### src/hdl/knxnet_ip_packet_classifier_core_assert.svh
// Assertion macros for the KNXnet/IP classifier.
`ifndef KNXNET_IP_PACKET_CLASSIFIER_CORE_ASSERT_SVH
`define KNXNET_IP_PACKET_CLASSIFIER_CORE_ASSERT_SVH

`ifndef ASSERT_OFF
`define KNXC_ASSERT_IMP(label, ante, cons) \
  label: assert property (@(posedge clk) disable iff (!rst_n) (ante) |-> (cons)) \
    else $error("knxc assertion failed");
`define KNXC_ASSERT_NXT(label, ante, cons) \
  label: assert property (@(posedge clk) disable iff (!rst_n) (ante) |=> (cons)) \
    else $error("knxc assertion failed");
`else
`define KNXC_ASSERT_IMP(label, ante, cons)
`define KNXC_ASSERT_NXT(label, ante, cons)
`endif

`endif

### src/hdl/knxc_pkg.sv
package knxc_pkg;

  localparam logic [7:0]  HDR_LEN   = 8'd6;
  localparam logic [15:0] MIN_LEN   = 16'd10;
  localparam logic [15:0] POS_MAX   = 16'hFFFF;
  localparam logic [7:0]  HDR_BYTE0 = 8'h06;
  localparam logic [7:0]  HDR_BYTE1 = 8'h10;

  // Service families.
  localparam logic [7:0] FAM_CORE    = 8'h02;
  localparam logic [7:0] FAM_DEVMGMT = 8'h03;
  localparam logic [7:0] FAM_TUNNEL  = 8'h04;
  localparam logic [7:0] FAM_ROUTING = 8'h05;
  localparam logic [7:0] FAM_REMLOG  = 8'h07;
  localparam logic [7:0] FAM_OBJSRV  = 8'h09;

  // Packet state as it stands after the byte under work has been taken in.
  typedef struct packed {
    logic [15:0]     len;
    logic            ovf;
    logic [5:0][7:0] hdr;
    logic [3:0][7:0] sec;
  } knxc_view_t;

  function automatic logic valid_service(input logic [7:0] family, input logic [7:0] code);
    logic ok;
    unique case (family)
      FAM_CORE:    ok = (code > 8'h00) && (code < 8'h0D);
      FAM_DEVMGMT: ok = (code >= 8'h10) && (code <= 8'h11);
      FAM_TUNNEL:  ok = (code >= 8'h20) && (code <= 8'h25);
      FAM_ROUTING: ok = (code >= 8'h30) && (code <= 8'h33);
      FAM_REMLOG:  ok = (code >= 8'h40) && (code <= 8'h43);
      FAM_OBJSRV:  ok = (code >= 8'h50) && (code <= 8'h55);
      default:     ok = 1'b0;
    endcase
    return ok;
  endfunction

endpackage

### src/hdl/knxc_track.sv
module knxc_track (
  input  logic               clk,
  input  logic               rst_n,
  input  logic               upd,
  input  logic [7:0]         data_byte,
  input  logic               last,
  output knxc_pkg::knxc_view_t view
);

  logic [15:0]     pos_r;
  logic            ovf_r;
  logic [5:0][7:0] hdr_r;
  logic [3:0][7:0] sec_r;

  logic [15:0] tl;
  logic        in_window;
  logic [1:0]  sec_idx;

  assign tl        = {hdr_r[4], hdr_r[5]};
  assign in_window = ({1'b0, pos_r} >= {1'b0, tl}) && ({1'b0, pos_r} < ({1'b0, tl} + 17'd4));
  assign sec_idx   = pos_r[1:0] - tl[1:0];

  always_comb begin
    view.len = pos_r;
    view.ovf = ovf_r;
    view.hdr = hdr_r;
    view.sec = sec_r;
    if (!ovf_r) begin
      if (pos_r < {8'd0, knxc_pkg::HDR_LEN}) begin
        view.hdr[pos_r[2:0]] = data_byte;
      end else if (in_window) begin
        view.sec[sec_idx] = data_byte;
      end
      if (pos_r == knxc_pkg::POS_MAX) begin
        view.ovf = 1'b1;
      end else begin
        view.len = pos_r + 16'd1;
      end
    end
  end

  // The state returns to its reset value after each verdict.
  always_ff @(posedge clk) begin
    if (!rst_n) begin
      pos_r <= '0;
      ovf_r <= 1'b0;
      hdr_r <= '0;
      sec_r <= '0;
    end else if (upd) begin
      if (last) begin
        pos_r <= '0;
        ovf_r <= 1'b0;
        hdr_r <= '0;
        sec_r <= '0;
      end else begin
        pos_r <= view.len;
        ovf_r <= view.ovf;
        hdr_r <= view.hdr;
        sec_r <= view.sec;
      end
    end
  end

endmodule

### src/hdl/knxc_classify.sv
module knxc_classify (
  input  knxc_pkg::knxc_view_t view,
  input  logic                 tcp,
  output logic                 verdict
);

  logic [16:0]     tl;
  logic [16:0]     len;
  logic            base_ok;
  logic            tcp_ok;
  logic [16:0]     off;
  logic [3:0][7:0] sec;

  assign tl  = {1'b0, view.hdr[4], view.hdr[5]};
  assign len = {1'b0, view.len};

  // A second header that starts inside the first six bytes is read from the header.
  always_comb begin
    off = '0;
    sec = '0;
    for (int k = 0; k < 4; k++) begin
      off = tl + 17'(k);
      if (off < {9'd0, knxc_pkg::HDR_LEN}) begin
        sec[k] = view.hdr[off[2:0]];
      end else begin
        sec[k] = view.sec[k];
      end
    end
  end

  assign base_ok = !view.ovf && (view.len >= knxc_pkg::MIN_LEN)
                   && (view.hdr[0] == knxc_pkg::HDR_BYTE0)
                   && (view.hdr[1] == knxc_pkg::HDR_BYTE1)
                   && knxc_pkg::valid_service(view.hdr[2], view.hdr[3]);

  assign tcp_ok = tcp && ((tl + {1'b0, knxc_pkg::MIN_LEN}) <= len)
                  && (sec[0] == knxc_pkg::HDR_BYTE0)
                  && (sec[1] == knxc_pkg::HDR_BYTE1)
                  && knxc_pkg::valid_service(sec[2], sec[3]);

  assign verdict = base_ok && ((tl == len) || tcp_ok);

endmodule

### src/hdl/knxnet_ip_packet_classifier_core.sv
// A byte taken in is held in the input register; when a last byte leaves that register,
// its verdict is registered in the output register.
// Throughput: one byte per cycle; only a held verdict in the output register can stall
// the next last byte. Reset (rst_n low, synchronous) clears the packet state and both
// valid flags.
`include "knxnet_ip_packet_classifier_core_assert.svh"

module knxnet_ip_packet_classifier_core (
  input  logic       clk,
  input  logic       rst_n,
  input  logic       in_tvalid,
  output logic       in_tready,
  input  logic [7:0] in_tdata,   // [7:0] payload_byte
  input  logic [0:0] in_tuser,   // [0] is_tcp
  input  logic       in_tlast,
  output logic       out_tvalid,
  input  logic       out_tready,
  output logic [7:0] out_tdata   // [0] is_knx, [7:1] zero
);

  logic       in_v_r;
  logic [7:0] in_byte_r;
  logic       in_tcp_r;
  logic       in_last_r;
  logic       out_v_r;
  logic       out_knx_r;
  logic       fire;
  logic       verdict;

  knxc_pkg::knxc_view_t view;

  // Bytes that give no result move on even while a verdict waits.
  assign fire      = in_v_r && (!in_last_r || !out_v_r || out_tready);
  assign in_tready = !in_v_r || fire;

  always_ff @(posedge clk) begin
    if (!rst_n) begin
      in_v_r <= 1'b0;
    end else if (in_tready) begin
      in_v_r <= in_tvalid;
    end
  end

  always_ff @(posedge clk) begin
    if (in_tready && in_tvalid) begin
      in_byte_r <= in_tdata;
      in_tcp_r  <= in_tuser[0];
      in_last_r <= in_tlast;
    end
  end

  knxc_track u_track (
    .clk       (clk),
    .rst_n     (rst_n),
    .upd       (fire),
    .data_byte (in_byte_r),
    .last      (in_last_r),
    .view      (view)
  );

  knxc_classify u_classify (
    .view    (view),
    .tcp     (in_tcp_r),
    .verdict (verdict)
  );

  always_ff @(posedge clk) begin
    if (!rst_n) begin
      out_v_r <= 1'b0;
    end else if (fire && in_last_r) begin
      out_v_r <= 1'b1;
    end else if (out_tready) begin
      out_v_r <= 1'b0;
    end
  end

  always_ff @(posedge clk) begin
    if (fire && in_last_r) begin
      out_knx_r <= verdict;
    end
  end

  assign out_tvalid = out_v_r;
  assign out_tdata  = {7'd0, out_knx_r};

  `KNXC_ASSERT_IMP(a_mid_byte_no_stall, in_v_r && !in_last_r, fire)
  `KNXC_ASSERT_NXT(a_last_gives_result, fire && in_last_r, out_tvalid)
  `KNXC_ASSERT_NXT(a_short_rejected, fire && in_last_r && (view.len < knxc_pkg::MIN_LEN),
                   !out_tdata[0])

endmodule

### config.mk
export PLATFORM = sky130hd
export DESIGN_NAME = knxnet_ip_packet_classifier_core
export DESIGN_NICKNAME = d
export VERILOG_FILES = /design/src/hdl/knxc_pkg.sv /design/src/hdl/knxc_track.sv /design/src/hdl/knxc_classify.sv /design/src/hdl/knxnet_ip_packet_classifier_core.sv
export VERILOG_INCLUDE_DIRS = /design/src /design/src/hdl
export SDC_FILE = /design/constraint.sdc
export NUM_CORES = 1
export LEC_CHECK = 0
export ABC_AREA = 1
export ABC_CLOCK_PERIOD_IN_PS = 4600
export BUFFER_PORTS_ARGS = -buffer_cell sky130_fd_sc_hd__clkbuf_2
export CORE_MARGIN = 2
export CORE_UTILIZATION = 38
export CTS_CLUSTER_SIZE = 30
export DETAILED_ROUTE_END_ITERATION = 16
export GPL_TIMING_DRIVEN = 0
export PLACE_DENSITY_LB_ADDON = 0.15
export SYNTH_ARGS = -nofsm -noshare
export SYNTH_HDL_FRONTEND = slang
export SYNTH_SLANG_ARGS = --single-unit
export TNS_END_PERCENT = 30
### constraint.sdc
create_clock -name clk -period 4.6 [get_ports clk]
set_clock_uncertainty 0.05 [all_clocks]
set_input_delay 0.23 -clock clk [delete_from_list [all_inputs] [get_ports clk]]
set_output_delay 0.23 -clock clk [all_outputs]
set_load 0.05 [all_outputs]
==> results_dict.tcl <==
set metrics [dict create \
    status "finished clean" \
    ctsLongestPathBuffers 2 \
    dp_hpwl_mm 35.0 \
    via_count 12600 \
    relSlewSlack 0.293 \
    die_h_um 176 \
    ys_warn_count 0 \
    grt.busiest_layer "met2" \
    core_um2 29400 \
    synth_edf_count 11 \
    drtPass1Iterations 5 \
    fmax_mhz 224 \
    grt_usage 0.289 \
    die_area_um2 31000 \
    first_iter_violations 1273 \
    min_path_type "input pin to flip-flop" \
    max_cap_viol_count 0 \
    layout_commonest_cell "nand2_1" \
    critical_path.endpoint_type "flip-flop" \
    start_util 0.383 \
    grt_pass1_wl_mm 68.6 \
    cts_tree "built" \
    crit_fanout 9 \
    drt-wirelength-per-cell_um 19.3 \
    netlist_area_um2 11300 \
    preCtsSetupSlack_ps -959 \
    die_x_um 176 \
    yosysTopAreaCellShare 0.195 \
    crit_arrival_ps 4640 \
    yosys.area.top_type "nand2_1" \
    clkSlewWorstSetupHoldPaths_ps 90 \
    diodes 0 \
    cts-htree-levels 3 \
    gp_congestion 1.00 \
    grtUsageMet2 0.476 \
    crit_path_start_kind "flip-flop" \
    ctsRootBufferMaster "clkbuf_16" \
    stdcell_area_um2 12900 \
    overflow 0 \
    clk_latency_ps 380 \
    syn_to_final_growth_pct 14.6 \
    cts_buffers 9 \
    fin_setup_tns_ps 0 \
    avgSynthCellArea_um2 6.03 \
    post_dp_cell_area_um2 11800 \
    syn_inst 1867 \
    yosysSeqAreaShare 0.205 \
    irDropWorstVdd_mv 0.206 \
    routed_wl_mm 44.8 \
    placed_cells 2279 \
    setup_ws_ps 128 \
    whs_ps 48.1 \
    finalCriticalPeriod_ps 4470 \
    period_share 0.972 \
    grtUsageMet1 0.383 \
    synth.area.top_cells "nand2_1 20%, dfxtp_1 18%, inv_1 6.8%, ha_1 5.6%, nand3_1 4.8%" \
    stdcell_count 2325 \
    mostFrequentLayoutCells "564 x nand2_1, 198 x inv_1, 114 x nor2_1" \
    clkSinkCount 110 \
    crit_required_ps 4760 \
    setup_violations 0 \
    grt_pass1_vias 11800 \
    use_met3 0.0429 \
    final-hold-violation-count 0 \
    drtAntennaViolNets 0 \
    antenna_found_initial 0 \
    fill_cells 3170 \
    layout.nets 1995 \
    tightest_slew_ps 1050 \
    yosys_register_bits 110 \
    boundaryPins 24 \
    num_rows 63 \
    synthDistinctLibCells 57 \
    yosys_most_used_dff "dfxtp_1" \
    port_buffers 16 \
    final-max-slew-violation-count 0 \
    p_per_area_nw_per_um2 159 \
    viasPerCell 5.42 \
    async_reset_ff_frac 0 \
    grt_max_degree 24 \
    leakagePower_nw 5.91 \
    crit_type "flip-flop to flip-flop" \
    route.detailed.drc 0 \
    layout-drive-gt1-share 0.165 \
]
==> synthesized netlist by cell type, types with 4 or more instances <==
cell	instances
nand2_1	585
buf_2	14
dfxtp_1	99
o21ai_1	39
ha_1	50
nand3_4	4
nand3b_1	9
o22ai_1	29
nand2_4	13
nor2_2	15
nor3_1	21
nor2_8	4
buf_1	5
inv_1	205
o21ai_0	98
nor2_4	18
nand2_2	47
nor2_1	129
nand3_1	108
or2_2	7
o211ai_1	5
a21oi_1	104
nor4_1	11
edfxtp_1	11
nand3_2	6
xor2_1	46
clkbuf_1	42
buf_6	8
nand4_1	72
inv_2	13
o2111ai_1	5
buf_4	10
==> cell type report <==
class / instances / area [um2] / area share
timing repair buffer: 51 / 389 / 0.0302
tap: 390 / 488 / 0.0378
clock inverter: 7 / 96.3 / 0.00747
inverter: 220 / 836 / 0.0648
sequential: 110 / 2340 / 0.181
buffer: 74 / 428 / 0.0332
multi-input combinational: 1464 / 8100 / 0.628
clock buffer: 9 / 225 / 0.0175
==> metrics by stage <==
step / total power, W / util
2_1_floorplan: 0.00112 / -
3_3_place_gp: 0.00120 / 0.403
3_5_place_dp: 0.00120 / 0.403
4_1_cts: 0.00206 / 0.423
5_1_grt: 0.00212 / 0.439
6_report: 0.00205 / 0.439
==> final timing paths <==
| check | from | endpoint | slack, ps | cells after the start |
|---|---|---|---|---|
| worst max register to register | in_byte_r[2] | out_knx_r | 130 | 18 |
| worst min register to register | u_track.sec_r[20] | u_track.sec_r[20] | 420 | 2 |
| worst min-delay path | rst_n | out_tvalid | 50 | 3 |
| worst max-delay path | in_byte_r[2] | out_knx_r | 130 | 18 |
==> per-layer routing <==
| layer | routed length (um) | share of wire | up-vias |
|---|---|---|---|
| met3 | 3040 | 0.068 | 90 |
| met5 | 0 | 0 | - |
| met2 | 20600 | 0.46 | 444 |
| met1 | 19500 | 0.44 | 5819 |
| met4 | 1710 | 0.038 | 0 |
| li1 | - | - | 6244 |
==> where the power goes <==
part	internal [W]	switching [W]
Clock	0.000399	0.000455
Sequential	0.000975	0.0000130
Combinational	0.0000480	0.000156
Total	0.00142	0.000625
==> critical path, stage by stage, from the launching register on <==
cell,delay (ps)
edfxtp_1,330
clkbuf_1,700
inv_1,400
nand4_1,270
nand2_2,180
nor2_1,170
nand2_2,100
nor3_1,390
nand2_1,120
xor2_1,170
ha_1,310
nand2_1,50
inv_1,70
nand4_1,70
nor4_1,270
nor2_1,160
nor3_2,210
nand2_2,100
a21oi_2,180
==> state kept, by name (all words and copies together), names as in the netlist <==
name           flops
in_tcp_r           1
in_last_r          1
u_track.ovf_r      1
in_v_r             1
u_track.hdr_r     48
out_tvalid         1
out_knx_r          1
u_track.sec_r     32
u_track.pos_r     16
in_byte_r          8
==> cell families after synthesis <==
group / after synthesis / synth area share
AO/OA/AOI/OAI: 303 / 0.147
XOR/XNOR: 47 / 0.0366
adder cells (fa/ha/maj): 51 / 0.0573
buffers and inverters: 299 / 0.110
flip-flops: 110 / 0.205
other: 1 / 0.000333
AND/OR/NAND/NOR: 1056 / 0.443
==> timing repair <==
item | CTS | global route
gates resized for setup | 52 | 112
endpoints found under the hold margin | 10 | 0
setup buffers | 6 | 18
hold buffers | 10 | 0
cloned | 0 | 1
pin swaps | 10 | 36
setup endpoints to repair | 1 | 1
Note: power is estimated with default switching activity, not from simulation.
